**src/sv/apd_pkg.sv**
```systemverilog
// Shared types and constants of the ATAPI packet read device.
package apd_pkg;

	localparam int BLOCK_BYTES_DEF  = 2048;
	localparam int PACKET_BYTES_DEF = 12;

	typedef enum logic [2:0] {
		OP_BYTE_RD = 3'd0,
		OP_BYTE_WR = 3'd1,
		OP_WORD_RD = 3'd2,
		OP_WORD_WR = 3'd3,
		OP_FILL    = 3'd4
	} op_t;

	localparam logic [15:0] DATA_PORT   = 16'h01F0;
	localparam logic [15:0] SEC_BASE    = 16'h0170;
	localparam logic [15:0] PORT_SECT   = DATA_PORT + 16'd2;
	localparam logic [15:0] PORT_LBAL   = DATA_PORT + 16'd3;
	localparam logic [15:0] PORT_LBAM   = DATA_PORT + 16'd4;
	localparam logic [15:0] PORT_LBAH   = DATA_PORT + 16'd5;
	localparam logic [15:0] PORT_DRIVE  = DATA_PORT + 16'd6;
	localparam logic [15:0] PORT_STATUS = DATA_PORT + 16'd7;
	localparam logic [15:0] PORT_DRIVE2 = SEC_BASE + 16'd6;

	localparam logic [15:0] SIG_LBAL     = 16'h0001;
	localparam logic [15:0] SIG_LBAM     = 16'h0014;
	localparam logic [15:0] SIG_LBAH     = 16'h00EB;
	localparam logic [15:0] STATUS_DRQ   = 16'h0001 << 3;
	localparam logic [15:0] SC_SIG       = 16'd1;
	localparam logic [15:0] SC_PACKET    = 16'd2;
	localparam logic [15:0] SC_DONE      = 16'd3;
	localparam logic [7:0]  OPC_READ12   = 8'hA8;
	localparam logic [7:0]  DRIVE_MASTER = 8'h00;

endpackage

```
**src/sv/apd_ctrl.sv**
```systemverilog
// Access decode, device registers, packet store and output stage.
module apd_ctrl
	import apd_pkg::*;
#(
	parameter int BLOCK_BYTES  = BLOCK_BYTES_DEF,
	parameter int PACKET_BYTES = PACKET_BYTES_DEF,
	parameter int WORDS        = (BLOCK_BYTES + 1) / 2,
	parameter int AW           = $clog2(WORDS)
) (
	input  logic          clk,
	input  logic          arst_n,
	input  logic          in_valid,
	output logic          in_ready,
	input  logic [2:0]    op,
	input  logic [15:0]   port,
	input  logic [15:0]   data,
	input  logic [9:0]    fill_index,
	output logic          out_valid,
	input  logic          out_ready,
	output logic [15:0]   read_data,
	output logic          fetch_request,
	output logic [31:0]   fetch_lba,
	output logic          unsupported_opcode,
	output logic          mem_wr_en,
	output logic [AW-1:0] mem_wr_addr,
	output logic [15:0]   mem_wr_data,
	output logic          mem_rd_en,
	output logic [AW-1:0] mem_rd_addr,
	input  logic [15:0]   mem_rd_data,
	input  logic          mem_busy
);

	localparam int SPW = $clog2(BLOCK_BYTES + 2);
	localparam int CW  = $clog2(PACKET_BYTES + 1);
	localparam int PIW = $clog2(PACKET_BYTES);

	logic [7:0]     drive_q;
	logic [7:0]     pkt_q [PACKET_BYTES];
	logic [CW-1:0]  cnt_q;
	logic           recv_q;
	logic           send_q;
	logic [SPW-1:0] sp_q;

	logic           valid_s1;
	logic [15:0]    rd_s1;
	logic           fr_s1;
	logic [31:0]    lba_s1;
	logic           uo_s1;
	logic           memrd_s1;

	logic           acc;
	logic [7:0]     drive_n;
	logic [CW-1:0]  cnt_n;
	logic           recv_n;
	logic           send_n;
	logic [SPW-1:0] sp_n;
	logic           pkt_we;
	logic [15:0]    rd_n;
	logic           fr_n;
	logic [31:0]    lba_n;
	logic           uo_n;
	logic           memrd_n;
	logic [PIW-1:0] pkt_idx0;
	logic [PIW-1:0] pkt_idx1;

	assign in_ready = !mem_busy && (!valid_s1 || out_ready);
	assign acc      = in_valid && in_ready;
	assign pkt_idx0 = cnt_q[PIW-1:0];
	assign pkt_idx1 = PIW'(cnt_q[PIW-1:0] + PIW'(1));

	always_comb begin
		drive_n     = drive_q;
		cnt_n       = cnt_q;
		recv_n      = recv_q;
		send_n      = send_q;
		sp_n        = sp_q;
		pkt_we      = 1'b0;
		rd_n        = '0;
		fr_n        = 1'b0;
		lba_n       = '0;
		uo_n        = 1'b0;
		memrd_n     = 1'b0;
		mem_wr_en   = 1'b0;
		mem_wr_addr = AW'(fill_index);
		mem_wr_data = data;
		mem_rd_en   = 1'b0;
		mem_rd_addr = AW'(sp_q >> 1);
		unique case (op_t'(op))
			OP_BYTE_RD: begin
				if (port >= PORT_SECT && port <= PORT_LBAH) begin
					if (drive_q == DRIVE_MASTER) begin
						unique case (port)
							PORT_SECT: begin
								if (send_q) begin
									sp_n   = '0;
									send_n = 1'b0;
									rd_n   = SC_DONE;
								end else if (recv_q) begin
									if (pkt_q[0] != OPC_READ12) begin
										uo_n = 1'b1;
									end else begin
										fr_n  = 1'b1;
										lba_n = {pkt_q[2], pkt_q[3], pkt_q[4], pkt_q[5]};
										sp_n  = '0;
									end
									cnt_n  = '0;
									recv_n = 1'b0;
									rd_n   = SC_PACKET;
								end else begin
									rd_n = SC_SIG;
								end
							end
							PORT_LBAL: rd_n = SIG_LBAL;
							PORT_LBAM: rd_n = SIG_LBAM;
							PORT_LBAH: rd_n = SIG_LBAH;
							default:   rd_n = '0;
						endcase
					end
				end else if (port == PORT_STATUS) begin
					rd_n = STATUS_DRQ;
				end
			end
			OP_BYTE_WR: begin
				if (port == PORT_DRIVE || port == PORT_DRIVE2) begin
					drive_n = data[7:0];
				end
			end
			OP_WORD_RD: begin
				if (port == DATA_PORT && sp_q < SPW'(BLOCK_BYTES)) begin
					mem_rd_en = acc;
					memrd_n   = 1'b1;
					send_n    = 1'b1;
					sp_n      = sp_q + SPW'(2);
				end
			end
			OP_WORD_WR: begin
				if (port == DATA_PORT
						&& (CW + 1)'(cnt_q) + (CW + 1)'(2) <= (CW + 1)'(PACKET_BYTES)) begin
					recv_n = 1'b1;
					pkt_we = 1'b1;
					cnt_n  = cnt_q + CW'(2);
				end
			end
			OP_FILL: begin
				if (32'(fill_index) < WORDS) begin
					mem_wr_en = acc;
				end
			end
			default: begin
			end
		endcase
	end

	always_ff @(posedge clk or negedge arst_n) begin
		if (!arst_n) begin
			drive_q <= '0;
			cnt_q   <= '0;
			recv_q  <= 1'b0;
			send_q  <= 1'b0;
			sp_q    <= '0;
			for (int i = 0; i < PACKET_BYTES; i++) begin
				pkt_q[i] <= '0;
			end
		end else if (acc) begin
			drive_q <= drive_n;
			cnt_q   <= cnt_n;
			recv_q  <= recv_n;
			send_q  <= send_n;
			sp_q    <= sp_n;
			if (pkt_we) begin
				pkt_q[pkt_idx0] <= data[7:0];
				pkt_q[pkt_idx1] <= data[15:8];
			end
		end
	end

	always_ff @(posedge clk or negedge arst_n) begin
		if (!arst_n) begin
			valid_s1 <= 1'b0;
		end else if (acc) begin
			valid_s1 <= 1'b1;
		end else if (out_ready) begin
			valid_s1 <= 1'b0;
		end
	end

	always_ff @(posedge clk) begin
		if (acc) begin
			rd_s1    <= rd_n;
			fr_s1    <= fr_n;
			lba_s1   <= lba_n;
			uo_s1    <= uo_n;
			memrd_s1 <= memrd_n;
		end
	end

	assign out_valid          = valid_s1;
	assign read_data          = memrd_s1 ? mem_rd_data : rd_s1;
	assign fetch_request      = fr_s1;
	assign fetch_lba          = lba_s1;
	assign unsupported_opcode = uo_s1;

	a_count_bounded: assert property (@(posedge clk) disable iff (!arst_n)
		32'(cnt_q) <= PACKET_BYTES && !cnt_q[0])
		else $error("packet count out of range");

	a_send_pos_even: assert property (@(posedge clk) disable iff (!arst_n)
		!sp_q[0] && 32'(sp_q) <= BLOCK_BYTES + 1)
		else $error("send position out of range");

	a_fetch_excl: assert property (@(posedge clk) disable iff (!arst_n)
		valid_s1 |-> !(fr_s1 && uo_s1) && (fr_s1 || lba_s1 == '0))
		else $error("fetch result inconsistent");

	a_stream_sets_send: assert property (@(posedge clk) disable iff (!arst_n)
		acc && memrd_n |=> send_q && memrd_s1)
		else $error("block stream did not mark sending");

endmodule

```
**config.mk**
```make
export PLATFORM = sky130hd
export DESIGN_NAME = apd_ctrl
export DESIGN_NICKNAME = d
export VERILOG_FILES = /design/src/sv/apd_pkg.sv /design/src/sv/apd_ctrl.sv
export SDC_FILE = /design/constraint.sdc
export NUM_CORES = 1
export LEC_CHECK = 0
export BUFFER_PORTS_ARGS = -buffer_cell sky130_fd_sc_hd__buf_2
export CORE_MARGIN = 2
export CORE_UTILIZATION = 39
export CTS_BUF_LIST = sky130_fd_sc_hd__clkbuf_16
export DETAILED_ROUTE_END_ITERATION = 7
export PLACE_DENSITY_LB_ADDON = 0.2
export SLEW_MARGIN = 10
export SYNTH_ARGS = -nofsm -noshare
export SYNTH_HDL_FRONTEND = slang
export SYNTH_SLANG_ARGS = --single-unit
```
**constraint.sdc**
```tcl
create_clock -name clk -period 4 [get_ports clk]
set_input_delay 0.8 -clock clk [delete_from_list [all_inputs] [get_ports clk]]
set_output_delay 0.8 -clock clk [all_outputs]
set_load 0.01 [all_outputs]
```
After elaboration in Yosys (flattened, before gate mapping)

Cells that the tools add are included.
Widths: inputs -> output; s select.

Add/subtract/negate cells: 4
Order comparisons: 8
Equal/unequal tests: 22
Mux-type cells: 49
Bitwise gates (word level): 7
Reduce and logical (&&, ||, !) cells: 24

Operators by type and width:

| kind                  | count |
|---|---|
| $bwmux 96             | 2 |
| $eq 16x9->1 const B   | 8 |
| $mux 12               | 7 |
| $demux 8 s4           | 2 |
| $pmux 16 s4           | 1 |
| $mux 16               | 3 |
| $mux 4                | 7 |
| $pmux 12 s2           | 1 |
| $mux 1                | 19 |
| $ge 16x9->1 const B   | 1 |
| $le 16x9->1 const B   | 1 |
| $mux 8                | 2 |
| $reduce_and 8->1      | 2 |
| $add 12x2->12 const B | 1 |
| $lt 12x12->1 const B  | 1 |
| $ne 2x2->1 const B    | 6 |
| $ge 5x5->1 const B    | 2 |
| $lt 5x1->1 const B    | 2 |
| $not 4->5             | 2 |
| $logic_not 8->1       | 1 |
| $ne 8x8->1 const B    | 1 |
| $pmux 4 s2            | 1 |
| $logic_and 1x1->1     | 7 |
| $reduce_and 7->1      | 1 |
| 21 further kinds      | 33 |

Flip-flop bits (word level): 174
Output and inout bits: 90
Word-level logic and storage cells: 137

Longest topological paths before layout

Depth in word-level cells: 8
Depth in mapped cells: 7
Gate-level depth less buffers: 6

Least setup slack after synthesis

No wires, ideal clock.

Kind: input -> register
Start point: input port out_ready
End point: register pkt_q[88] in the netlist's numbering
Library setup time: 125 ps
Data arrival time: 3115 ps
Slack: 760 ps
Cell stages on the path: 6
Path buffers: 0
Cell sequence: nand2b_1 nand2_1 inv_1 and4_4 nor3b_4 mux2_2

Cells in the longest elaborated chain, start to end: 4

RTL lines:

| item                              | RTL line        | source |
|---|---|---|
| start, declared                   | apd_ctrl.sv:19  | `input logic out_ready,` |
| $logic_or 1x1->1                  | apd_ctrl.sv:66  | `assign in_ready = !mem_busy && (!valid_s1 \|\| out_ready);` |
| $logic_and 1x1->1                 | apd_ctrl.sv:66  |  |
| $logic_and 1x1->1                 | apd_ctrl.sv:67  | `assign acc = in_valid && in_ready;` |
| named net acc                     | apd_ctrl.sv:51  | `logic acc;` |
| $reduce_and 2->1 (no source line) | --              |  |
| end signal, assigned by index     | apd_ctrl.sv:171 | `pkt_q[pkt_idx0] <= data[7:0];` |
| end signal, assigned by index     | apd_ctrl.sv:172 | `pkt_q[pkt_idx1] <= data[15:8];` |
| end, declared                     | apd_ctrl.sv:38  | `logic [7:0] pkt_q [PACKET_BYTES];` |

The timed path passes the listed nets, and every way through them passes these cells.
A chain may end at the register's enable or synchronous reset.

Worst setup path in the final report

Start point: input port port[10]
End point: output port mem_rd_en

Cells in the longest elaborated chain, start to end: 4

RTL lines:

| item              | RTL line        | source |
|---|---|---|
| start, declared   | apd_ctrl.sv:15  | `input logic [15:0] port,` |
| $eq 16x9->1       | apd_ctrl.sv:129 | `if (port == DATA_PORT && sp_q < SPW'(BLOCK_BYTES)) begin` |
| $logic_and 1x1->1 | apd_ctrl.sv:129 |  |
| $mux 1            | apd_ctrl.sv:129 |  |
| $mux 1            | apd_ctrl.sv:88  | `unique case (op_t'(op))` |
| end, declared     | apd_ctrl.sv:27  | `output logic mem_rd_en,` |

No other way between the ends.

==> flow_summary.toml <==
[placed_design]
io_buffers = 135
dp_slack_ps = 802
gp_congestion = 0.882
dp_hpwl_um = 7210

[timing]
fin_skew_ps = 9.57
rsz0062_at_grt = "false"
tns_ps = 0
hold_violations = 0
clock.fmax_mhz = 319
relSlewSlack_pct = 61.2
slew_violations = 0
finalCritPeriodShare_pct = 78.3
worst_pin_slew_ps = 582
min_period_ps = 3130
setup_ws_ps = 868
setup_violations = 0

[worst_setup_path]
r2r-start = "drive_q[5]"
cp_slowest_cell = "or4_4"
cp-startpoint = "port[10]"
path_class = "in -> out"
critPathMaxStageDelay_ps = 550
worstSetupStartpointType = "primary input"
cpMostUsedCell = "buf_2"
critPathMaxFanout = 7
critPathRequiredTime_ps = 3200
crit_path_end_kind = "output port"
path_cells = "buf_2 -> or4_4 -> nor4_4 -> nand2_1 -> nor2_1 -> buf_2"
crit_arrival_ps = 2330

[route]
drt-initial-drc-count = 169
finalWirelength_um = 10100
via_count = 3403
drtAntennaViolNets = 0
drc = 0
dr.pass1.iters = 4
viasPerCell = 4.96
wl_per_cell_um = 14.7

[global_route]
grt_overflow_total = 0
gr-usage-all-layers_pct = 15.1
grt_pass1_vias = 3268
grt_max_degree = 46
grt_pass1_wl_um = 15800
antenna_found_initial = 0

[pwr]
power.leakage_nw = 2.82
power_density_mw_per_mm2 = 359
power_mw = 2.11
irDropWorstVdd_mv = 0.172

[hold_path]
hp-class = "in -> async"

[cts]
hold_buffers = 0
post_cts_resized = 0
clock_sinks = 105
cts_buffers = 9
insertion_delay_ps = 340
cts_tree = "yes"
htreeDepth = 3
cts-root-buf = "clkbuf_16"
path_clk_slew_ps = 70
clock_path_buffers = 2
cts_post_setup_buffers_inserted = 0

[floorplan]
start_util_pct = 39.8
num_rows = 41
die_area_mm2 = 0.0138
die_h_um = 117
io_pins = 156
core_area_mm2 = 0.0126
die_w_um = 117

[logic_synthesis]
synth_compound_area_share_pct = 4.77
synth.avg_cell_area_um2 = 12.3
yosys.area_share.simple_pct = 19.0
ys_seq_area_share_pct = 56.5
synthCells = 408
ys_types = 48
syn-num-nets = 476
yosys.area_share.adder_pct = 0.500
synth_top_family_by_area = "simple AND/OR/NAND/NOR gates"
synth_enable_flop_cells = 40
synth_area_mm2 = 0.00501
ys_warn_count = 0
synthArstFlopShare_pct = 61.9
synth_flop_cell = "dfrtp_1"
synthXorXnorAreaFrac_pct = 0.175
ys_seq_elements = 105
synth_mux_area_share_pct = 11.9

[flow_run]
drv_cap = 0

[finish]
drive_gt1_share_pct = 42.8
areaGrowthSynthToFinish_pct = 17.6
fillers = 1176
diodes = 0
fin_nets = 577
fin_util_pct = 46.8

[run_status]
status = "complete, no violations"
## synth_stat cells (3+ instances only)
cell type / count / area share (%)
or3_1: 3 / 0.37
nor4bb_1: 3 / 0.60
clkbuf_1: 11 / 0.82
nand3_1: 7 / 0.70
and3_1: 5 / 0.62
or4bb_1: 3 / 0.67
nand2b_1: 4 / 0.50
nor4_1: 7 / 0.87
nand2_1: 22 / 1.6
nor3_1: 8 / 0.80
and2_1: 41 / 5.1
nor3b_1: 3 / 0.45
nand4_1: 5 / 0.62
o31ai_1: 5 / 0.75
mux2_2: 52 / 12
o32ai_1: 4 / 0.70
edfxtp_1: 40 / 24
a21oi_1: 7 / 0.70
nor2_1: 16 / 1.2
inv_1: 10 / 0.75
buf_4: 36 / 5.4
a31oi_1: 3 / 0.37
or4_1: 3 / 0.45
o21ai_0: 14 / 1.4
dfrtp_1: 65 / 32
## flip-flops by register name, summed over array words and instances (netlist names)
| signal | flops |
|---|---|
| cnt_q | 3 |
| drive_q | 8 |
| fetch_lba | 32 |
| fetch_request | 1 |
| memrd_s1 | 1 |
| out_valid | 1 |
| pkt_q | 40 |
| rd_s1 | 5 |
| recv_q | 1 |
| send_q | 1 |
| sp_q | 11 |
| unsupported_opcode | 1 |
## where the power goes
| part | switching, mW | internal (mW) | leakage (nW) |
|---|---|---|---|
| clock network | 0.394 | 0.428 | 0.139 |
| logic | 0.0918 | 0.0592 | 1.42 |
| registers | 0.00624 | 1.13 | 1.26 |
## layer usage
metal  global-route usage [%]  vias up  wire, µm
met5                        0        -         0
met4                     5.25        0       128
met3                     3.55       12       617
met2                     25.8      124      4920
met1                     18.8     1625      4410
li1                         -     1642         -
## path summary, 6_finish.rpt
check	endpoint	slack [ps]	cells past startpoint
setup / recovery	mem_rd_en	870	6
hold / removal	pkt_q[53]	410	1
setup reg to reg	sp_q[6]	1510	5
hold reg to reg	pkt_q[48]	500	1
max in group asynchronous	pkt_q[74]	2620	2
min in group clk	pkt_q[48]	500	1
## cell type report
class	count	area, µm²	area share, %
clock inverter	7	53.8	0.914
sequential	105	2830	48.0
inverter	10	37.5	0.638
multi-input combinational	244	1820	30.9
timing repair buffer	139	706	12.0
clock buffer	9	225	3.83
tap	172	215	3.66
## cell usage in the layout, fill, tap and decap left out, types with 2 or more instances in the layout
cell,instances
buf_2,135
dfrtp_1,65
mux2_2,52
and2_1,41
edfxtp_1,40
nand2_1,22
nor2_1,15
o21ai_0,14
inv_1,10
clkbuf_16,9
nor3_1,8
nand3_1,7
nor4_1,7
a21oi_1,7
nand4_1,5
and3_1,5
o31ai_1,5
nand2b_1,4
o32ai_1,4
buf_4,4
or4bb_1,3
or3_1,3
nor4bb_1,3
or4_1,3
nor3b_1,3
a31oi_1,3
nor2b_1,2
or3b_2,2
nor4b_1,2
nand3b_1,2
nand3b_4,2
or2_2,2
ha_1,2
clkinv_4,2
## metrics by stage
stage / hold slack, ps / instance area, µm² / cells
4_1_cts: 418 / 5890 / 686
3_3_place_gp: 464 / 5610 / 670
5_1_grt: 439 / 5890 / 686
2_1_floorplan: 448 / 5010 / 408
3_5_place_dp: 484 / 5610 / 670
6_report: 410 / 5890 / 686
## cells by family after synthesis
logic type,count (synthesis)
AND/OR/NAND/NOR,150
flip-flops,105
buffers and inverters,59
multiplexers,53
AO/OA/AOI/OAI,38
adder cells (fa/ha/maj),2
XOR/XNOR,1
## critical path, delay by kind of cell
kind	cells	cell delay, ps
buffers and inverters	2	240
AND/OR/NAND/NOR	4	1300
(Power assumes the default switching activity.)
